$ cat config.mk
export PLATFORM = sky130hd
export DESIGN_NAME = thd_queue
export DESIGN_NICKNAME = d
export VERILOG_FILES = /design/src/hdl/thd_pkg.sv /design/src/hdl/thd_queue.sv
export SDC_FILE = /design/constraint.sdc
export NUM_CORES = 1
export LEC_CHECK = 0
export BUFFER_PORTS_ARGS = -buffer_cell sky130_fd_sc_hd__buf_2
export CORE_MARGIN = 2
export CORE_UTILIZATION = 35
export DETAILED_ROUTE_END_ITERATION = 8
export PLACE_DENSITY = 0.66
export SYNTH_ARGS = -nofsm -noshare
export SYNTH_HDL_FRONTEND = slang
export SYNTH_SLANG_ARGS = --single-unit
$ cat constraint.sdc
create_clock -name clk -period 7.5 [get_ports clk]
set_input_delay 1.125 -clock clk [delete_from_list [all_inputs] [get_ports clk]]
set_output_delay 1.125 -clock clk [all_outputs]
set_load 0.02 [all_outputs]
$ cat src/hdl/thd_pkg.sv
// ----------------------------------------------------------------------------
// thd_pkg: shared types and constants
// Beat payloads, the run summary passed from front to back, and the
// fixed-point constants of the dB-to-amplitude and result paths.
// ----------------------------------------------------------------------------
package thd_pkg;

  typedef struct packed {
    logic signed [15:0] level_db;
    logic               last_level;
  } level_beat_t;

  typedef struct packed {
    logic [31:0] thd_percent;
    logic        status;
  } thd_beat_t;

  // One finished run: Q12.52 square sum, Q4.28 fundamental, saturation seen
  typedef struct packed {
    logic [63:0] square_sum;
    logic [31:0] fundamental;
    logic        saturated;
  } run_summary_t;

  localparam logic [29:0] LOG2_10_Q40 = 30'd713378626;
  localparam logic [31:0] LN2_Q32     = 32'd2977044472;
  localparam logic [24:0] SCALE_OUT   = 25'd26214400;
  localparam logic [47:0] EXP_BIAS    = 48'h2000_0000_0000;  // 32 in Q40
  localparam logic [7:0]  N_SAT_CODE  = 8'd36;               // biased n = 4
  localparam logic [3:0]  EXP_TERMS   = 4'd13;

  // Divide a 32-bit series term by its index (1..13), truncating.
  // Multiply by ceil(2^36 / k) and drop 36 bits: exact for any 32-bit term.
  function automatic logic [32:0] div_by_index(input logic [31:0] x,
                                               input logic [3:0] k);
    logic [35:0] recip;
    logic [67:0] prod;
    logic [32:0] q;
    unique case (k)
      4'd2:    recip = 36'd34359738368;
      4'd3:    recip = 36'd22906492246;
      4'd4:    recip = 36'd17179869184;
      4'd5:    recip = 36'd13743895348;
      4'd6:    recip = 36'd11453246123;
      4'd7:    recip = 36'd9817068106;
      4'd8:    recip = 36'd8589934592;
      4'd9:    recip = 36'd7635497416;
      4'd10:   recip = 36'd6871947674;
      4'd11:   recip = 36'd6247225158;
      4'd12:   recip = 36'd5726623062;
      4'd13:   recip = 36'd5286113596;
      default: recip = 36'd0;
    endcase
    prod = {36'd0, x} * {32'd0, recip};
    if (k <= 4'd1) q = {1'b0, x};
    else q = {1'b0, prod[67:36]};
    return q;
  endfunction

endpackage

$ cat src/hdl/thd_queue.sv
// ----------------------------------------------------------------------------
// thd_queue: two-entry run summary queue
// Decouples the level front from the result back.
// ----------------------------------------------------------------------------
module thd_queue import thd_pkg::*; (
  input  logic         clk,
  input  logic         rst,
  input  logic         push,
  input  run_summary_t push_data,
  output logic         full,
  input  logic         pop,
  output run_summary_t pop_data,
  output logic         not_empty
);

  run_summary_t mem [2];
  logic         wr_ptr;
  logic         rd_ptr;
  logic [1:0]   fill;

  assign full      = (fill == 2'd2);
  assign not_empty = (fill != 2'd0);
  assign pop_data  = mem[rd_ptr];

  always_ff @(posedge clk) begin
    if (push) mem[wr_ptr] <= push_data;
  end

  always_ff @(posedge clk) begin
    if (rst) begin
      wr_ptr <= 1'b0;
      rd_ptr <= 1'b0;
      fill   <= 2'd0;
    end else begin
      if (push) wr_ptr <= ~wr_ptr;
      if (pop)  rd_ptr <= ~rd_ptr;
      fill <= fill + {1'b0, push} - {1'b0, pop};
    end
  end

endmodule

* Word-level counts from Yosys, hierarchy flattened
Memory sizes are Yosys's and may differ from the RTL's. A register that Yosys moved wholly into a read port is not among the register bits.
Cells that the tools add are included.
** Cells by class
- Multiplexer cells :: 4
- Shift operators :: 0
- Multiply operators :: 0
- Magnitude comparators :: 0
- Reduce and logical (&&, ||, !) cells :: 1
- Divide/modulo/power cells :: 0
- Equal/unequal tests :: 1
- $add $sub $neg :: 2
- Bitwise operators :: 2
** Operator list (count)
- two-way mux 1 bit :: 4
- adder 2 x 1 -> 2 bit :: 1
- == test 2 bit (second input constant) :: 1
- inverter 1 bit :: 2
- nonzero test 2 bit :: 1
- subtractor 2 x 1 -> 2 bit :: 1
** Storage, ports and cells
- Output and inout port bits :: 99
- Latch bits :: 0
- Word-level logic and storage cells :: 14
- RAM bits :: 194
- Memory bits (read-only) :: 0
- Bits in registers :: 4
- Input port bits :: 101
- Memories :: 1
** Memory list
- mem :: depth 2, bits a word 97, read ports 1, clocked after memory_dff 1, write ports 1, line thd_queue.sv:16 : run_summary_t mem [2];

* Logic depth before layout (Yosys ltp)
Gate-level depths: netlist of the first run.
- Depth after elaboration :: 3
- Depth in mapped cells :: 6
- Depth with buffers taken out :: 6

* Worst setup path before layout of the first run
No wires, ideal clock.
- Kind :: input port to flip-flop
- Start :: in push
- End :: mem mem[0][0] (netlist name), enable pin
- Data arrival time :: 5.349 ns
- Stages on the path :: 1
- Setup time :: 0.565 ns
- Buffers on the path :: 0
- Slack :: 1.586 ns
- Data required time :: 6.935 ns
- Path through :: nor2b_1
** Between the ends
- Word-level cells in the longest chain between the ends :: 2
** Ends and longest elaborated chain
- start: declaration :: line thd_queue.sv:8 : input logic push,
- two-way mux 1 bit :: line thd_queue.sv:26 : if (push) mem[wr_ptr] <= push_data;
- two-way mux 1 bit (not written as such) :: line thd_queue.sv:26
- end: declaration :: line thd_queue.sv:16
No other way between the ends.

==> results of run 1 <==
-- synth_stat cells (all sizes together) --
cell    number  share of area
and2         1        0.00085
inv          2         0.0010
or2          1        0.00085
edfxtp     194           0.79
xnor3        1         0.0031
dfxtp        5          0.014
buf         11          0.012
ha           2         0.0034
nor2b        3         0.0026
xnor2        2         0.0024
nor2         4         0.0020
mux2        97           0.16
-- registers in the layout, indices dropped and copies added (netlist names), named ones only --
name and cells:
mem 194, fill 2, rd_ptr 1, wr_ptr 1
-- worst min-delay path by stage --
stage,slack [ns],start,end
final,0.54,rd_ptr,register
after global routing,0.57,rd_ptr,register
after CTS,0.53,rd_ptr,register
after detailed placement,0.52,rd_ptr,register
after global placement,0.50,rd_ptr,rd_ptr
after floorplan,0.48,rd_ptr,register
-- cell families after synthesis --
| group | Yosys count | share of synthesized area |
|---|---|---|
| DFF | 199 | 0.8078 |
| and+or+nand+nor | 9 | 0.006312 |
| adders and majority gates | 2 | 0.003411 |
| muxes | 97 | 0.1642 |
| xor gates and xnor gates | 3 | 0.005458 |
| buffers and inverters | 13 | 0.01279 |
-- stage by stage --
stage / instance area (um2) / instances / power, mW / util / worst slack (ns)
floorplan: 7336 / 323 / 1.563 / - / 1.586
global placement: 8627 / 785 / 1.667 / 0.4223 / 4.145
detailed placement: 8627 / 785 / 1.677 / 0.4223 / 4.110
CTS: 9181 / 817 / 2.538 / 0.4494 / 3.640
global route: 9181 / 817 / 2.605 / 0.4494 / 3.585
finish: 9181 / 817 / 2.498 / 0.4494 / 3.736
-- per-layer routing --
metal | global-route usage | vias up
met1 | 0.1394 | 1806
li1 | - | 1698
met2 | 0.2155 | 144
met4 | 0.04810 | 0
met3 | 0.04465 | 13
met5 | 0 | -
-- final cells by class --
class	count	share of cell area
Clock inverter	13	0.01322
Inverter	2	0.0008177
Clock buffer	19	0.04715
Timing Repair Buffer	203	0.1117
Multi-Input combinational cell	111	0.1445
Sequential cell	199	0.6458
Tap cell	270	0.03679
-- power groups by stage --
stage	sequential (mW)	clock [mW]	combinational (mW)
finish	1.33	0.852	0.318
global route	1.33	0.929	0.341
CTS	1.33	0.885	0.324
detailed placement	1.35	0	0.323
global placement	1.35	0	0.318
floorplan	1.34	0	0.222
-- critical path: cells and delay by family (launching register included) --
kind,cells,cell delay [ns]
DFF,1,0.92
muxes,1,0.43
buffers and inverters,2,0.84
==> qor.txt, run 1 <==
Critical path destination = pop_data[65]
CP Class = register to output pin
Post-synthesis average cell area = 22.71 um2
Initial antenna violation count = 0
VDD IR-drop max = 144.5 uV
Rows = 52
Clk Latency, worst-skew pair = 0.42 ns
Final Cycle Share = 0.5018
Fraction of layout cells with a size suffix above 1 = 0.6106
Worst hold slack = 0.5351 ns
Critical Path RT = 6.38 ns
Sequential power share = 0.531
Vias post-DR = 3661
Num Clock Sinks = 199
Die boundary height = 148.8 um
Die Width = 148.8 um
Critical path's largest stage delay = 0.92 ns
Combinational power share = 0.127
Post-synthesis sequential area ratio = 0.8078
Type of origin of the critical path = register
Number of global-route vias before repair = 4122
DRC viols = 0
Vias per cell = 4.481
R2R cell count = 2
Tightest Pin Transition = 0.9941 ns
Most frequent cells in the layout = buf_2, edfxtp_1, mux2_2, mux2_4, clkbuf_16
Clock power share = 0.341
Initial DRT Pass Iterations = 4
Initial Util = 0.3591
Worst-path clk slew = 0.07 ns
IO Port Bufs = 199
FMAX = 0.2657 GHz
Commonest non-fill, non-tap cell in the layout = buf_2
DR WL/cell = 16.38 um
Detail Route met2 WL = 6739 um
Max cap viols = 0
Yosys cell types = 14
Slew Limit Fails = 0
Final Wtd Congestion = 0.7293
Worst R2R Start = wr_ptr
Antenna-violating nets left = 0
P per Cell Area = 272.0 nW/um2
First-pass GRT wire length = 20820 um
Hold Path Stages = 2
Sequential Area = 5929 um2
Setup TNS = 0 ns
Hold Path Class = register to register
Crit. End Element = output pin
Highest Signal Layer = met4
Minimum clock period = 3.764 ns
RSZ-0062 raised after global routing = no
Slowest CP cell = dfxtp_4
Root Buffer = clkbuf_16
Io pins = 200
Synth Register Bits = 199
Core area = 20430 um2
Synthesis warning total = 0
Gr ovfl total = 0
Cell count after synthesis = 323
P_int = 1.897 mW
Nets = 637
Net Count, Synth = 426
Final Hold Viols = 0
Filler cells = 1831
Status = finished, final reports clean
R2R Path End = mem[1][30]
GRT Total Usage = 0.1238
Cts hold-fix bufs = 0
Ant diodes = 0
Leakage = 3.467 nW
H-tree lvl count = 4
Largest net degree at the start of global routing = 67
Arr. time, crit path = 2.64 ns
Worst R2R Setup Slack = 5.38 ns
CP cell instances = buf_4 > mux2_2 > buf_2
Drt total wl = 13390 um
Post_cts resized = 0
CTS tree = built
Switching part of the total = 0.2407
CP Max Fanout = 50
Cts bufs inserted = 17
Worst Skew = 0.005748 ns
Multi-input combinational cell area = 1326 um2
Synthesis-to-finish area growth = 25.16%
Iter 0 DRT Violations = 104
Post-synthesis cell area = 7336 um2
Die area = 22130 um2
Clk buf depth = 2
Routed met3 length = 1167 um
Dpl hpwl = 8857 um
Postcts setup bufs = 0
M1 wire length = 5266 um
Rel. slew slack = 0.3358
Switching pwr = 0.6012 mW
Final setup violating endpoints = 0
No activity file was read; power rests on OpenSTA's default activity.
==> run 2: changes to the inputs <==
--- a/config.mk
+++ b/config.mk
@@ -9,7 +9,7 @@
 export CORE_MARGIN = 2
 export CORE_UTILIZATION = 35
 export DETAILED_ROUTE_END_ITERATION = 8
-export PLACE_DENSITY = 0.66
+export PLACE_DENSITY = 0.68
 export SYNTH_ARGS = -nofsm -noshare
 export SYNTH_HDL_FRONTEND = slang
 export SYNTH_SLANG_ARGS = --single-unit
==> constraint.sdc (replaced) <==
create_clock -name clk -period 3.3 [get_ports clk]
set_input_delay 0.495 -clock clk [delete_from_list [all_inputs] [get_ports clk]]
set_output_delay 0.495 -clock clk [all_outputs]
set_load 0.02 [all_outputs]
==> run 2 against run 1 <==
Compared with the run above: largest power group unchanged; highest routed layer is now met5; critical path depth unchanged; sequential share of layout area decreased by 0.32 points; global-route usage down 0.67 points; count of clock-buffer cells in the layout decreased by 1; cell area up 0.50%; worst setup slack worse by 2.8 ns; first-iteration DRC count is 61% higher; register-to-register slack got worse by 3.8 ns; critical endpoint is now pop_data[96]; critical path type unchanged; clock skew is 0.0026 ns higher.
==> qor.txt, run 2 (same netlist as run 1, synthesis figures left out) <==
Type of origin of the critical path = register
Worst-path clk slew = 0.07 ns
Nets = 637
CP Max Fanout = 93
Largest Register = mem
P per Cell Area = 623.3 nW/um2
Critical Path RT = 2.80 ns
Commonest non-fill, non-tap cell in the layout = buf_2
Crit. End Element = output pin
Leakage = 3.490 nW
Max reg flops = 194
Vias per cell = 4.459
Iter 0 DRT Violations = 167
Initial Util = 0.3591
Final cell utilization of the core = 0.4517
Gr ovfl total = 0
Worst R2R Setup Slack = 1.53 ns
Drt total wl = 13000 um
Rel. slew slack = 0.5276
DR WL/cell = 15.91 um
Rows = 52
Final Wtd Congestion = 0.7133
Filler cells = 1805
Core area = 20430 um2
Setup TNS = 0 ns
Die boundary height = 148.8 um
Postcts setup bufs = 0
Largest net degree at the start of global routing = 94
Final Hold Viols = 0
Max cap viols = 0
Hold Path Stages = 1
Die Width = 148.8 um
Status = finished, final reports clean
GRT Total Usage = 0.1171
Vias post-DR = 3643
R2R Path End = mem[1][31]
Top flop regs = mem x194, fill x2
Initial antenna violation count = 1
Ant diodes = 0
CP Class = register to output pin
IO Port Bufs = 199
RSZ-0062 raised after global routing = no
Number of global-route vias before repair = 3924
Num Clock Sinks = 199
Synthesis-to-finish area growth = 25.79%
Initial DRT Pass Iterations = 4
Antenna-violating nets left = 0
Arr. time, crit path = 1.90 ns
Worst R2R Start = wr_ptr
Clk Latency, worst-skew pair = 0.41 ns
Hold EP = mem[0][62]
Fraction of layout cells with a size suffix above 1 = 0.6106
Cts bufs inserted = 17
First-pass GRT wire length = 20000 um
Final Cycle Share = 0.7267
Slew Limit Fails = 0
Tightest Pin Transition = 0.7085 ns
Worst hold slack = 0.2683 ns
Most frequent cells in the layout = buf_2, edfxtp_1, mux2_2, mux2_4, clkbuf_16
Clk buf depth = 2
Post_cts resized = 0
Dpl hpwl = 8583 um
Hold Path Class = primary input to register
Minimum clock period = 2.398 ns
Root Buffer = clkbuf_16
DRC viols = 0
Cts hold-fix bufs = 0
Io pins = 200
CTS tree = built
Die area = 22130 um2
H-tree lvl count = 4
Hold Path Origin = push_data[62]
FMAX = 0.4170 GHz
Final setup violating endpoints = 0
VDD IR-drop max = 396.1 uV
Worst Skew = 0.008306 ns
R2R cell count = 2
## run 2: changes by cell type in the layout (fill, tap and decap cells not counted)
cell	change
bufinv_16	+1
clkinv_2	+1
clkinvlp_4	-1
clkinv_1	+1
clkinv_4	-2
buf_12	+2
buf_4	-2
clkbuf_1	-1
inv_8	+1
## run 2: power by group
| group | switching [mW] | internal [mW] |
|---|---|---|
| clock | 0.890 | 1.12 |
| sequential | 0.0393 | 2.95 |
| combinational | 0.431 | 0.319 |
| total | 1.36 | 4.39 |
## run 2: worst max-delay path by stage
stage	startpoint	endpoint	slack [ns]
floorplan	push	mem[1][0]	0.11
global placement	push	mem[1][6]	1.36
detailed placement	push	mem[1][33]	1.32
CTS	register	pop_data[96]	0.88
global route	register	pop_data[96]	0.81
finish	register	pop_data[96]	0.90
## run 2: final cells by class
class,count,area [um2],share of cell area
flip-flops and latches,199,5929,0.6426
multi-input cells,111,1326,0.1437
repair buffers,203,1051,0.1139
clock buffers,18,429.2,0.04651
well taps,270,337.8,0.03661
clock inverters,14,146.4,0.01586
inverters,2,7.507,0.0008136
## run 2: routing by layer
layer  wire length (um)  global-route usage  vias to the layer above
met4                111             0.03333                        2
met3                846             0.04128                        9
met5                 13                   0                        -
met1               5504              0.1373                     1806
li1                   -                   -                     1696
met2               6521              0.2044                      130
## run 2: metrics by stage
| stage | setup slack, ns | instance area, um2 | power (mW) | instances |
|---|---|---|---|---|
| floorplan | 0.1060 | 7343 | 3.543 | 323 |
| global placement | 1.364 | 8652 | 3.781 | 785 |
| detailed placement | 1.319 | 8652 | 3.808 | 785 |
| CTS | 0.8764 | 9228 | 5.825 | 817 |
| global route | 0.8141 | 9228 | 5.988 | 817 |
| finish | 0.9020 | 9228 | 5.751 | 817 |
## run 2: worst max-delay path, cell delays in order (launching register included)
cell and delay (ns):
dfxtp_4 0.39, buf_12 0.46, mux2_2 0.41, buf_2 0.16
