**src/hdl/thd_pkg.sv**
```systemverilog
// ----------------------------------------------------------------------------
// thd_pkg: shared types and constants
// Beat payloads, the run summary passed from front to back, and the
// fixed-point constants of the dB-to-amplitude and result paths.
// ----------------------------------------------------------------------------
package thd_pkg;

  typedef struct packed {
    logic signed [15:0] level_db;
    logic               last_level;
  } level_beat_t;

  typedef struct packed {
    logic [31:0] thd_percent;
    logic        status;
  } thd_beat_t;

  // One finished run: Q12.52 square sum, Q4.28 fundamental, saturation seen
  typedef struct packed {
    logic [63:0] square_sum;
    logic [31:0] fundamental;
    logic        saturated;
  } run_summary_t;

  localparam logic [29:0] LOG2_10_Q40 = 30'd713378626;
  localparam logic [31:0] LN2_Q32     = 32'd2977044472;
  localparam logic [24:0] SCALE_OUT   = 25'd26214400;
  localparam logic [47:0] EXP_BIAS    = 48'h2000_0000_0000;  // 32 in Q40
  localparam logic [7:0]  N_SAT_CODE  = 8'd36;               // biased n = 4
  localparam logic [3:0]  EXP_TERMS   = 4'd13;

  // Divide a 32-bit series term by its index (1..13), truncating.
  // Multiply by ceil(2^36 / k) and drop 36 bits: exact for any 32-bit term.
  function automatic logic [32:0] div_by_index(input logic [31:0] x,
                                               input logic [3:0] k);
    logic [35:0] recip;
    logic [67:0] prod;
    logic [32:0] q;
    unique case (k)
      4'd2:    recip = 36'd34359738368;
      4'd3:    recip = 36'd22906492246;
      4'd4:    recip = 36'd17179869184;
      4'd5:    recip = 36'd13743895348;
      4'd6:    recip = 36'd11453246123;
      4'd7:    recip = 36'd9817068106;
      4'd8:    recip = 36'd8589934592;
      4'd9:    recip = 36'd7635497416;
      4'd10:   recip = 36'd6871947674;
      4'd11:   recip = 36'd6247225158;
      4'd12:   recip = 36'd5726623062;
      4'd13:   recip = 36'd5286113596;
      default: recip = 36'd0;
    endcase
    prod = {36'd0, x} * {32'd0, recip};
    if (k <= 4'd1) q = {1'b0, x};
    else q = {1'b0, prod[67:36]};
    return q;
  endfunction

endpackage

```
**src/hdl/thd_back.sv**
```systemverilog
// ----------------------------------------------------------------------------
// thd_back: distortion result
// Square root of the sum (two bits a cycle), scale by 100 * 2^18, then a
// restoring divide by the fundamental (one quotient bit a cycle).
// ----------------------------------------------------------------------------
module thd_back import thd_pkg::*; (
  input  logic         clk,
  input  logic         rst,
  input  logic         q_valid,
  input  run_summary_t q_data,
  output logic         pop,
  output logic         out_valid,
  input  logic         out_ready,
  output thd_beat_t    out_item
);

  localparam logic [2:0] B_IDLE = 3'd0;
  localparam logic [2:0] B_SQRT = 3'd1;
  localparam logic [2:0] B_MUL  = 3'd2;
  localparam logic [2:0] B_DIV  = 3'd3;
  localparam logic [2:0] B_OUT  = 3'd4;

  logic [2:0]  state;
  logic [5:0]  iter;
  logic [63:0] x;
  logic [33:0] rem;
  logic [31:0] root;
  logic [31:0] fund;
  logic        st;
  logic [56:0] dvd;
  logic [32:0] drem;
  logic [56:0] quot;
  logic [31:0] thd;

  logic [33:0] rem_sh;
  logic [33:0] trial;
  logic [32:0] drem_sh;

  always_comb begin
    rem_sh  = {rem[31:0], x[63:62]};
    trial   = {root, 2'b01};
    drem_sh = {drem[31:0], dvd[56]};
  end

  assign pop = (state == B_IDLE) && q_valid;

  always_ff @(posedge clk) begin
    if (rst) begin
      state     <= B_IDLE;
      out_valid <= 1'b0;
    end else begin
      if (out_valid && out_ready && state != B_OUT) out_valid <= 1'b0;
      unique case (state)
        B_IDLE: begin
          if (q_valid) begin
            x    <= q_data.square_sum;
            fund <= q_data.fundamental;
            st   <= q_data.saturated;
            rem  <= '0;
            root <= '0;
            quot <= '0;
            iter <= 6'd31;
            if (q_data.square_sum == 64'd0) begin
              thd   <= '0;
              state <= B_OUT;
            end else if (q_data.fundamental == 32'd0) begin
              thd   <= 32'hFFFF_FFFF;
              st    <= 1'b1;
              state <= B_OUT;
            end else begin
              state <= B_SQRT;
            end
          end
        end
        B_SQRT: begin
          x <= {x[61:0], 2'b00};
          if (rem_sh >= trial) begin
            rem  <= rem_sh - trial;
            root <= {root[30:0], 1'b1};
          end else begin
            rem  <= rem_sh;
            root <= {root[30:0], 1'b0};
          end
          if (iter == 6'd0) state <= B_MUL;
          else iter <= iter - 6'd1;
        end
        B_MUL: begin
          dvd   <= root * SCALE_OUT;
          drem  <= '0;
          quot  <= '0;
          iter  <= 6'd56;
          state <= B_DIV;
        end
        B_DIV: begin
          dvd <= {dvd[55:0], 1'b0};
          if (drem_sh >= {1'b0, fund}) begin
            drem <= drem_sh - {1'b0, fund};
            quot <= {quot[55:0], 1'b1};
          end else begin
            drem <= drem_sh;
            quot <= {quot[55:0], 1'b0};
          end
          if (iter == 6'd0) state <= B_OUT;
          else iter <= iter - 6'd1;
          if (iter == 6'd0) begin
            thd <= '0;
          end
        end
        B_OUT: begin
          if (!out_valid || out_ready) begin
            out_valid <= 1'b1;
            if (quot[56:32] != 25'd0) begin
              out_item <= '{thd_percent: 32'hFFFF_FFFF, status: 1'b1};
            end else if (thd != 32'd0) begin
              out_item <= '{thd_percent: thd, status: st};
            end else begin
              out_item <= '{thd_percent: quot[31:0], status: st};
            end
            quot  <= '0;
            state <= B_IDLE;
          end
        end
        default: state <= B_IDLE;
      endcase
    end
  end

endmodule

```
**config.mk**
```make
export PLATFORM = sky130hd
export DESIGN_NAME = thd_back
export DESIGN_NICKNAME = d
export VERILOG_FILES = /design/src/hdl/thd_pkg.sv /design/src/hdl/thd_back.sv
export SDC_FILE = /design/constraint.sdc
export NUM_CORES = 1
export LEC_CHECK = 0
export BUFFER_PORTS_ARGS = -buffer_cell sky130_fd_sc_hd__buf_2
export CAP_MARGIN = 20
export CORE_UTILIZATION = 50
export DETAILED_ROUTE_END_ITERATION = 16
export PLACE_DENSITY = 0.68
export SLEW_MARGIN = 20
export SYNTH_ARGS = -nofsm -noshare
export SYNTH_HDL_FRONTEND = slang
export SYNTH_SLANG_ARGS = --single-unit
```
**constraint.sdc**
```tcl
create_clock -name clk -period 20.4 [get_ports clk]
set_clock_uncertainty 0.15 [all_clocks]
set_input_delay 1.02 -clock clk [delete_from_list [all_inputs] [get_ports clk]]
set_output_delay 1.02 -clock clk [all_outputs]
set_load 0.02 [all_outputs]
```
-- Word level (Yosys, flattened, before mapping)
Cells that the tools add are included.
- add/sub/neg operators: 3
- $mul: 1
- magnitude comparators: 2
- equality and inequality tests: 11
- mux-type cells: 36
- bitwise logic cells: 1
- reduce and logical (&&, ||, !) cells: 25
- operator list (cell ; count):
    32-bit two-way mux ; 8
    32-bit one-hot mux with 2 select lines ; 4
    57-bit one-hot mux with 4 select lines ; 1
    64-bit one-hot mux with 2 select lines ; 1
    57-bit two-way mux ; 2
    57-bit one-hot mux with 2 select lines ; 1
    64-bit logical NOT ; 1
    64-bit two-way mux ; 1
    32-bit subtractor ; 2
    32-bit by 5-bit multiplier with 37-bit output (second input constant) ; 1
    34-bit >= comparator ; 1
    33-bit by 32-bit >= comparator with 1-bit output ; 1
    33-bit two-way mux ; 1
    32-bit logical NOT ; 1
    32-bit nonzero test ; 1
    25-bit nonzero test ; 1
    3-bit two-way mux ; 6
    6-bit one-hot mux with 3 select lines ; 1
    3-bit one-hot mux with 5 select lines ; 1
    6-bit two-way mux ; 2
    4-bit AND reduction ; 3
    2-bit inequality test (second input constant) ; 5
    3-bit AND reduction ; 3
    1-bit two-way mux ; 7
    other kinds (18) ; 23
- register bits after elaboration: 382
- bits of input ports: 101

-- Depth between registers and ports, before layout
Gate-level depths: netlist of the first run.
- depth after elaboration: 5
- depth in mapped cells: 16
- gate-level depth less buffers: 15

-- Worst setup path after synthesis of the first run
Ideal clock, no wire load.
- path kind: input -> register
- start point: input rst
- end point: register rem[0] (enable)
- library setup time: 0.657 ns
- arrival: 7.400 ns
- data required time: 19.593 ns
- path slack: 12.193 ns
- stages on the path: 2
- path buffers: 1
- cells stage by stage: clkbuf_1 a21oi_1
- longest elaborated chain between the ends: 2
- RTL lines (element ; RTL line ; text):
    start: declaration ; thd_back.sv:8 ; input logic rst,
    1-bit inverter (no source line) ; -- ;
    3-bit AND reduction (no source line) ; -- ;
    end signal: assignment ; thd_back.sv:78 ; rem <= rem_sh - trial;
    end signal: assignment ; thd_back.sv:81 ; rem <= rem_sh;
    end: declaration ; thd_back.sv:26 ; logic [33:0] rem;
No other way between the ends.
A chain may end at the register's enable or synchronous reset.

-- Worst setup path after layout of the first run
- start point: register root[6]
- end point: register dvd[53] (data pin)
- longest elaborated chain between the ends: 2
- RTL lines (element ; RTL line ; text):
    start: declaration ; thd_back.sv:27 ; logic [31:0] root;
    start signal: assignment ; thd_back.sv:79 ; root <= {root[30:0], 1'b1};
    start signal: assignment ; thd_back.sv:82 ; root <= {root[30:0], 1'b0};
    32-bit by 5-bit multiplier with 37-bit output ; thd_back.sv:88 ; dvd <= root * SCALE_OUT;
    57-bit one-hot mux with 2 select lines ; thd_back.sv:53 ; unique case (state)
    end signal: assignment ; thd_back.sv:88 ;
    end signal: assignment ; thd_back.sv:95 ; dvd <= {dvd[55:0], 1'b0};
    end: declaration ; thd_back.sv:30 ; logic [56:0] dvd;
No other way between the ends. The select of a mux whose other input is x is not followed.

==> results of run 1 <==
-- routing by layer --
| layer | part of all wire [%] | up-vias | GRT usage, % |
|---|---|---|---|
| li1 | - | 7405 | - |
| met1 | 48 | 6892 | 27.9 |
| met2 | 46 | 277 | 33.2 |
| met3 | 4.1 | 54 | 2.97 |
| met4 | 1.8 | 0 | 5.02 |
| met5 | 0 | - | 0 |
-- placed cells by master, fill, tap and decap left out, types with 7 or more instances in the layout --
| master | netlist | routed |
|---|---|---|
| sky130_fd_sc_hd__a211oi_1 | 18 | 17 |
| sky130_fd_sc_hd__a21o_1 | 48 | 48 |
| sky130_fd_sc_hd__xnor2_1 | 48 | 48 |
| sky130_fd_sc_hd__fa_1 | 28 | 28 |
| sky130_fd_sc_hd__edfxtp_1 | 327 | 327 |
| sky130_fd_sc_hd__a211o_1 | 7 | 7 |
| sky130_fd_sc_hd__nor2b_1 | 17 | 16 |
| sky130_fd_sc_hd__clkbuf_16 | 0 | 37 |
| sky130_fd_sc_hd__ha_1 | 169 | 169 |
| sky130_fd_sc_hd__nor4_1 | 32 | 32 |
| sky130_fd_sc_hd__clkinv_1 | 0 | 11 |
| sky130_fd_sc_hd__a31oi_1 | 13 | 13 |
| sky130_fd_sc_hd__nor2_1 | 153 | 150 |
| sky130_fd_sc_hd__bufinv_16 | 0 | 7 |
| sky130_fd_sc_hd__buf_2 | 2 | 135 |
| sky130_fd_sc_hd__nand3_1 | 25 | 25 |
| sky130_fd_sc_hd__nand4_1 | 28 | 28 |
| sky130_fd_sc_hd__buf_4 | 3 | 15 |
| sky130_fd_sc_hd__a21oi_1 | 147 | 145 |
| sky130_fd_sc_hd__mux2i_1 | 11 | 11 |
| sky130_fd_sc_hd__nand2_1 | 323 | 321 |
| sky130_fd_sc_hd__nand2b_1 | 43 | 43 |
| sky130_fd_sc_hd__xor2_1 | 33 | 33 |
| sky130_fd_sc_hd__and3_1 | 67 | 67 |
| sky130_fd_sc_hd__inv_1 | 189 | 189 |
| sky130_fd_sc_hd__o21a_1 | 17 | 17 |
| sky130_fd_sc_hd__o21ai_0 | 72 | 72 |
| sky130_fd_sc_hd__nor3_1 | 22 | 19 |
| sky130_fd_sc_hd__o21bai_1 | 10 | 10 |
-- cell families (layout without fill, tap and decap cells) --
logic type | Yosys count | after routing | share of synthesized area (%)
AND/OR/NAND/NOR | 737 | 737 | 16.7
AO/OA/AOI/OAI | 397 | 397 | 12.3
flip-flops | 331 | 331 | 48.7
buffers and inverters | 265 | 407 | 5.00
adder cells (fa/ha/maj) | 197 | 197 | 13.2
XOR/XNOR | 81 | 81 | 3.49
multiplexers | 12 | 12 | 0.597
-- sequential cells by signal, indices dropped and copies added (netlist names) --
name,cells
root,32
drem,32
quot,57
rem,32
out_item,33
st,1
x,64
dvd,37
fund,32
out_valid,1
thd,1
iter,6
state,3
-- stage by stage --
step / cell area (µm²) / util, % / power [W]
2_1_floorplan: 20300 / - / 0.00136
5_1_grt: 22800 / 57.2 / 0.00231
3_5_place_dp: 21600 / 54.0 / 0.00149
6_report: 22800 / 57.2 / 0.00218
3_3_place_gp: 21600 / 54.0 / 0.00148
4_1_cts: 22800 / 57.2 / 0.00220
-- cell usage after synthesis, types with 17 or more instances --
cell type,instances
sky130_fd_sc_hd__nor3_1,22
sky130_fd_sc_hd__o21ai_0,72
sky130_fd_sc_hd__ha_1,169
sky130_fd_sc_hd__nor4_1,32
sky130_fd_sc_hd__xnor2_1,48
sky130_fd_sc_hd__nand2b_1,43
sky130_fd_sc_hd__nand2_1,323
sky130_fd_sc_hd__a21o_1,48
sky130_fd_sc_hd__nor2_1,153
sky130_fd_sc_hd__o21a_1,17
sky130_fd_sc_hd__nand3_1,25
sky130_fd_sc_hd__clkbuf_1,60
sky130_fd_sc_hd__nand4_1,28
sky130_fd_sc_hd__and3_1,67
sky130_fd_sc_hd__edfxtp_1,327
sky130_fd_sc_hd__xor2_1,33
sky130_fd_sc_hd__inv_1,189
sky130_fd_sc_hd__a21oi_1,147
sky130_fd_sc_hd__nor2b_1,17
sky130_fd_sc_hd__fa_1,28
sky130_fd_sc_hd__a211oi_1,18
-- power by group through the flow --
stage,registers (W),clock network (W),logic [W]
2_1_floorplan,0.000860,0,0.000500
3_3_place_gp,0.000858,0,0.000620
6_report,0.000846,0.000699,0.000635
4_1_cts,0.000846,0.000713,0.000638
3_5_place_dp,0.000860,0,0.000631
5_1_grt,0.000851,0.000735,0.000725
-- layout make-up --
class	count	area (µm²)
clock buffers	39	933
clock inverters	28	337
fillers	3439	17100
inverters	190	713
multi-input cells	1424	9500
flip-flops and latches	331	9900
well taps	525	657
repair buffers	150	788
-- worst max-delay path, delay by kind of cell, from the launching register on --
| family | cells | cell delay (ps) |
|---|---|---|
| buf+inv | 2 | 90 |
| xor+xnor | 1 | 140 |
| simple gates | 1 | 550 |
| flops | 1 | 460 |
| fa+ha+maj | 4 | 1460 |
| compound gates | 6 | 1330 |
-- worst max-delay path by stage --
stage            start      end  slack, ps  cells after the start
4_1_cts        root[6]  dvd[49]      15940                     14
6_report       root[6]  dvd[53]      15960                     14
2_1_floorplan      rst   rem[0]      12190                      2
3_3_place_gp   root[6]  dvd[49]      16040                     14
5_1_grt        root[3]  dvd[53]      15750                     12
3_5_place_dp   root[6]  dvd[49]      15950                     14
==> implementation parameters, run 1 <==
Parameter                              Value

Status
  Status ... finished, final reports clean

Floorplanning
  Count of standard-cell rows ... 73
  Core Box Area ... 39,900 µm²
  Chip height ... 204 µm
  Io pins ... 136
  Width of the chip ... 204 µm
  Area of the die ... 41,400 µm²
  Initial Util ... 50.9%

STA
  Max Transition Viols Final ... 0
  Setup TNS after final layout ... 0 ps
  Upper clock frequency limit ... 225 MHz
  Worst slew margin ... 27.7%
  Setup repair after global routing missed its margin ... false
  Smallest hold slack ... 351 ps
  Slew @ Worst Pin ... 1080 ps
  Total setup violations reported at the end of the flow ... 0
  Final hold viol count ... 0
  Share of the clock period used by the worst path after layout ... 21.8%
  Final setup slack of the worst path ... 15,960 ps
  Minimum clock period ... 4440 ps

Power and ir drop
  Switching pwr ... 0.000671 W
  Clock share of power ... 32.1%
  Peak supply drop ... 0.0000509 V
  Internal power summed over all cells ... 0.00151 W
  Sequential share of power ... 38.8%
  LEAKAGE ... 9.75 nW
  Fraction of power spent switching nets ... 30.8%
  Power per unit of standard cell area ... 95.5 nW/µm²
  Gate power share ... 29.2%

GRT
  Total global routing overflow ... 0
  Wire length of the first global-routing pass ... 68,700 µm
  Initial antenna violation count ... 0
  Number of global-route vias before repair ... 14,200
  Total routing usage reported by global routing ... 20.1%
  Maximum number of pins on one net before global-route repair ... 103

Clock network
  TritonCTS Buffers ... 37
  Clock latency reported for the late side of the worst-skew pair ... 540 ps
  Clk root buf ... sky130_fd_sc_hd__clkbuf_16
  Hold_buf cts ... 0
  CTS clock-pin slew for the worst setup and hold paths ... 60 ps
  Clock tree from TritonCTS ... built
  Buffer count from post-CTS setup fixing ... 0
  CTS sink cnt ... 331
  Resize count post-CTS ... 0
  Number of buffers on the longest clock path ... 3
  CTS HTree Levels ... 2

Critical path
  Cell repeated most along the worst path ... sky130_fd_sc_hd__ha_1
  CP cell instances ... ha_1 -> ha_1 -> inv_1 -> fa_1 -> inv_1 -> ha_1 -> a2111oi_0 -> o21ai_0 -> or3b_2 -> o311ai_2 -> a21boi_0 -> o2111ai_1 -> xnor2_1 -> o21ai_0
  FF-to-FF path depth ... 14
  Crit Path Category ... reg -> reg
  Endpoint of the worst register-to-register path ... dvd[53]
  Largest incremental delay on the critical path ... 550 ps
  Element type at the critical path end ... register
  Register-to-register setup slack ... 15,960 ps
  Critical path peak fanout ... 5
  Standard cell with the maximum stage delay on the critical path ... sky130_fd_sc_hd__or3b_2
  Data arrival time of the worst path ... 4560 ps
  Endpoint required time on the critical path ... 20,520 ps
  Startpoint type of the worst setup path ... register
  Reg2Reg Launch Point ... root[6]

Synthesis
  Summed instance area of the synthesized netlist ... 20,300 µm²
  Fraction of post-synthesis cell area in the top cell type by area ... 48.3%
  Gate count after technology mapping ... 2,020
  Post-synth ARST share ... 0%
  Synthesized netlist net count ... 2,318
  Yosys warnings ... 0
  Per-instance average area after synthesis ... 10.1 µm²
  Predominant post-synthesis flop cell ... sky130_fd_sc_hd__edfxtp_1
  Cell type with the largest total area after synthesis ... sky130_fd_sc_hd__edfxtp_1
  Synthesis-stage register bit count ... 331
  Portion of the post-synthesis area used by sequential elements ... 48.7%
  Number of distinct standard cells referenced by the synthesized netlist ... 71
  Number of flops mapped to enable cells by yosys ... 327
  Ranking of synthesized cells by area ... sky130_fd_sc_hd__edfxtp_1 48%, sky130_fd_sc_hd__ha_1 10%, sky130_fd_sc_hd__nand2_1 6.0%, sky130_fd_sc_hd__a21oi_1 3.6%, sky130_fd_sc_hd__inv_1 3.5%

Cells and area
  Synthesis-to-finish area growth ... 12.4%
  Share of cells above drive strength 1 ... 10.7%
  Final #Nets ... 2,432
  Count of placed standard cells in the final layout, fillers left out ... 2,687
  Antenna Cells ... 0

Detailed routing
  DRC violations left ... 0
  Avg Vias per Cell ... 5.44
  Total wirelength of the detailed-routed design ... 41,500 µm
  Total iterations of the first detailed-routing run ... 5
  Post-route ant nets ... 0
  Per-cell routed wire length ... 15.4 µm
  Count of routing violations after the opening detailed-route iteration ... 1,003
  Overall via count from detail_route ... 14,600

Placed design
  Count of input and output buffers ... 135
  Worst-case setup slack after placement ... 15,950 ps
  Placed wire-length estimate ... 29,100 µm
  Final weighted congestion in routability-driven placement ... 0.885
  Placed instance count ... 2,620

Worst hold path
  Path class of the lowest-slack min-delay path ... reg -> reg
  Worst Hold End ... dvd[24]
  Worst hold path depth ... 2
  Start point of the worst hold path ... dvd[23]

Job
  Number of maximum-capacitance constraint violations ... 0
Note: power is estimated with default switching activity, not from simulation.
==> run 2, diff against run 1 <==
ABC_AREA = 1   (was not set)
PLACE_DENSITY = 0.7   (was 0.68)
clock period = 3.6 ns   (was 20.4 ns; I/O delays follow)
==> implementation parameters, run 2 <==
Parameter                              Value

Cells and area
  Top reg by flops ... x
  Number of flip-flops under the largest register name ... 64 (unchanged)
  Count of fill cells added during filler insertion ... 4,104 (+19%)
  Count of placed standard cells in the final layout, fillers left out ... 3,957 (+47%)
  Regs by FF count ... x x64, quot x57, dvd x37
  Leading cell types in the layout, fill and taps excluded ... 942 x sky130_fd_sc_hd__nand2_1, 648 x sky130_fd_sc_hd__inv_1, 389 x sky130_fd_sc_hd__nor2_1, 327 x sky130_fd_sc_hd__edfxtp_1, 155 x sky130_fd_sc_hd__ha_1
  Final core occ ... 59.6% (+2.4 points)
  Share of cells above drive strength 1 ... 9.12% (-1.6 points)
  Leading cell type in the layout, fill and taps excluded ... sky130_fd_sc_hd__nand2_1
  Antenna Cells ... 0 (unchanged)
  Synthesis-to-finish area growth ... 16.8%
  Final #Nets ... 3,626 (+49%)

Synthesis
  Number of flops mapped to enable cells by yosys ... 327 (unchanged)
  Fraction of post-synthesis cell area in the top cell type by area ... 42.1% (-6.2 points)
  Summed instance area of the synthesized netlist ... 23,300 µm² (+15%)
  Synthesis-stage register bit count ... 331 (unchanged)
  Predominant post-synthesis flop cell ... sky130_fd_sc_hd__edfxtp_1
  Cell type with the largest total area after synthesis ... sky130_fd_sc_hd__edfxtp_1
  List of most frequent post-synthesis cells ... 953 x sky130_fd_sc_hd__nand2_1, 653 x sky130_fd_sc_hd__inv_1, 407 x sky130_fd_sc_hd__nor2_1
  Portion of the post-synthesis area used by sequential elements ... 42.5% (-6.2 points)
  Leading cell type by number of instances after synthesis ... sky130_fd_sc_hd__nand2_1
  Synthesized netlist net count ... 3,384 (+46%)
  Ranking of synthesized cells by area ... sky130_fd_sc_hd__edfxtp_1 42%, sky130_fd_sc_hd__nand2_1 15%, sky130_fd_sc_hd__inv_1 11%, sky130_fd_sc_hd__ha_1 9.1%, sky130_fd_sc_hd__nor2_1 6.6%
  Gate count after technology mapping ... 3,086 (+53%)
  Per-instance average area after synthesis ... 7.55 µm² (-25%)
  Yosys warnings ... 0 (unchanged)
  Post-synth ARST share ... 0% (unchanged)
  Number of distinct standard cells referenced by the synthesized netlist ... 36 (-49%)

GRT
  Total global routing overflow ... 0 (unchanged)
  Initial antenna violation count ... 0 (unchanged)
  Number of global-route vias before repair ... 19,600 (+38%)
  Wire length of the first global-routing pass ... 94,600 µm (+38%)
  Maximum number of pins on one net before global-route repair ... 129 (+25%)
  Total routing usage reported by global routing ... 24.8% (+4.7 points)

Clock network
  Clock tree from TritonCTS ... built
  Clock latency reported for the late side of the worst-skew pair ... 560 ps (+20 ps)
  Clk root buf ... sky130_fd_sc_hd__clkbuf_16
  CTS sink cnt ... 331 (unchanged)
  CTS clock-pin slew for the worst setup and hold paths ... 60 ps (about the same)
  CTS HTree Levels ... 2 (unchanged)
  Number of buffers on the longest clock path ... 3 (unchanged)
  TritonCTS Buffers ... 39 (+5.4%)

Critical path
  Critical path peak fanout ... 4 (-1)
  Element type at the critical path end ... register
  Endpoint required time on the critical path ... 3760 ps (-16,760 ps)
  Startpoint type of the worst setup path ... register
  Crit Path Category ... reg -> reg
  Data arrival time of the worst path ... 3650 ps (-910 ps)

Detailed routing
  Overall via count from detail_route ... 19,900 (+36%)
  Count of routing violations after the opening detailed-route iteration ... 1,373 (+37%)
  Total wirelength of the detailed-routed design ... 58,600 µm (+41%)
  Met3 Routed Length ... 2530 µm (+48%)
  Top routing layer used ... met4
  Avg Vias per Cell ... 5.03 (-7.6%)
  DRC violations left ... 0 (unchanged)
  Total iterations of the first detailed-routing run ... 5 (unchanged)
  Post-route ant nets ... 0 (unchanged)
  Per-cell routed wire length ... 14.8 µm (-4.0%)
  Routed length on met1 ... 25,300 µm (+28%)
  Detailed route wirelength on metal2 ... 28,800 µm (+50%)

Power and ir drop
  Pwr Total ... 0.0246 W (+1000%)
  Internal power summed over all cells ... 0.0132 W (+780%)
  Fraction of power spent switching nets ... 46.1% (+15 points)
  Peak supply drop ... 0.000522 V (+920%)
  Switching pwr ... 0.0113 W (+1600%)
  Clock share of power ... 16.0% (-16 points)
  LEAKAGE ... 13.2 nW (+36%)
  Sequential share of power ... 26.0% (-13 points)
  Power per unit of standard cell area ... 902 nW/µm² (+840%)
  Gate power share ... 58.0% (+29 points)

Placed design
  Final weighted congestion in routability-driven placement ... 1.02 (+16%)
  Placed instance count ... 3,782 (+44%)
  Worst-case setup slack after placement ... -14.8 ps (-15,960 ps)
  Count of input and output buffers ... 135 (unchanged)
  Placed wire-length estimate ... 42,200 µm (+45%)

STA
  Share of the clock period used by the worst path after layout ... 97.0% (+75 points)
  Slew @ Worst Pin ... 982 ps (-102 ps)
  Total setup violations reported at the end of the flow ... 0 (unchanged)
  Setup TNS after final layout ... 0 ps (unchanged)
  Final setup slack of the worst path ... 109 ps (-15,850 ps)
  Final hold viol count ... 0 (unchanged)
  Upper clock frequency limit ... 286 MHz (+27%)
  Max Transition Viols Final ... 0 (unchanged)
  Minimum clock period ... 3490 ps (-950 ps)
  Worst slew margin ... 34.5% (+6.8 points)

Floorplanning
  Initial Util ... 51.0% (+0.12 points)
  Io pins ... 136 (unchanged)
  Count of standard-cell rows ... 78 (+6.8%)
  Core Box Area ... 45,700 µm² (+14%)
  Chip height ... 218 µm (+7.0%)
  Area of the die ... 47,500 µm² (+15%)
  Width of the chip ... 218 µm (+7.0%)

Worst hold path
  Path class of the lowest-slack min-delay path ... in -> reg

Job
  Number of maximum-capacitance constraint violations ... 0 (unchanged)

Status
  Status ... finished, final reports clean
## run 2: kinds of logic after synthesis
group                      synth area share, %
and+or+nand+nor                           28.4
buffers and inverters                     11.7
DFF                                       42.5
adders and majority gates                 11.5
AOI/OAI and AO/OA                         4.22
xor gates and xnor gates                  1.73
## run 2: power groups by stage
stage | clock network, W | registers (W) | logic [W]
final | 0.00393 | 0.00639 | 0.0142
after global routing | 0.00412 | 0.00649 | 0.0162
after CTS | 0.00399 | 0.00639 | 0.0135
after detailed placement | 0 | 0.00645 | 0.0133
after global placement | 0 | 0.00641 | 0.0131
after floorplan | 0 | 0.00636 | 0.0101
## run 2: cell type report
class                      count  area [µm²]  share of cell area (%)
clock inverter                20         230                   0.846
timing repair buffer         259        1880                    6.91
sequential                   331        9900                    36.4
multi-input combinational   2040       11000                    40.3
tap                          600         751                    2.76
inverter                     657        2470                    9.07
clock buffer                  50        1030                    3.77
## run 2: repair_timing
item,in CTS,in global routing
gates resized for setup,2,52
buffers inserted,0,5
gates cloned,0,0
endpoints found under the hold margin,101,0
endpoints found under the setup margin,2,23
hold buffers,100,0
pin swaps,0,2
## run 2: final timing paths
path / startpoint / end / slack, ps / cells past startpoint
min: q_valid / state[0] / 50 / 7
max: root[6] / dvd[47] / 110 / 16
max reg2reg: root[6] / dvd[47] / 110 / 16
min reg2reg: dvd[44] / dvd[45] / 370 / 2
## run 2: worst max-delay path, cell delays in order (launching register included)
cell and delay, ps:
sky130_fd_sc_hd__edfxtp_1 420, sky130_fd_sc_hd__ha_1 320, sky130_fd_sc_hd__ha_1 280, sky130_fd_sc_hd__inv_1 50
sky130_fd_sc_hd__fa_1 490, sky130_fd_sc_hd__inv_1 40, sky130_fd_sc_hd__ha_1 360, sky130_fd_sc_hd__a21oi_1 230
sky130_fd_sc_hd__inv_1 90, sky130_fd_sc_hd__nor2_1 160, sky130_fd_sc_hd__nand2_2 100, sky130_fd_sc_hd__nand2_1 90
sky130_fd_sc_hd__nand2_2 90, sky130_fd_sc_hd__nand2_1 100, sky130_fd_sc_hd__nand3_1 90, sky130_fd_sc_hd__nand3_1 100
sky130_fd_sc_hd__nand2_1 70
## run 2: through the flow
stage	hold WS, ps	area, µm²
2_1_floorplan	129	23400
3_3_place_gp	224	24700
3_5_place_dp	224	24700
4_1_cts	19.8	27000
5_1_grt	106	27200
6_report	54.4	27200
## run 2: per-layer routing
| metal | GRT usage, % | vias to the layer above |
|---|---|---|
| met5 | 0 | - |
| met4 | 9.56 | 0 |
| met3 | 3.42 | 146 |
| met2 | 43.4 | 522 |
| met1 | 30.9 | 9160 |
| li1 | - | 10100 |
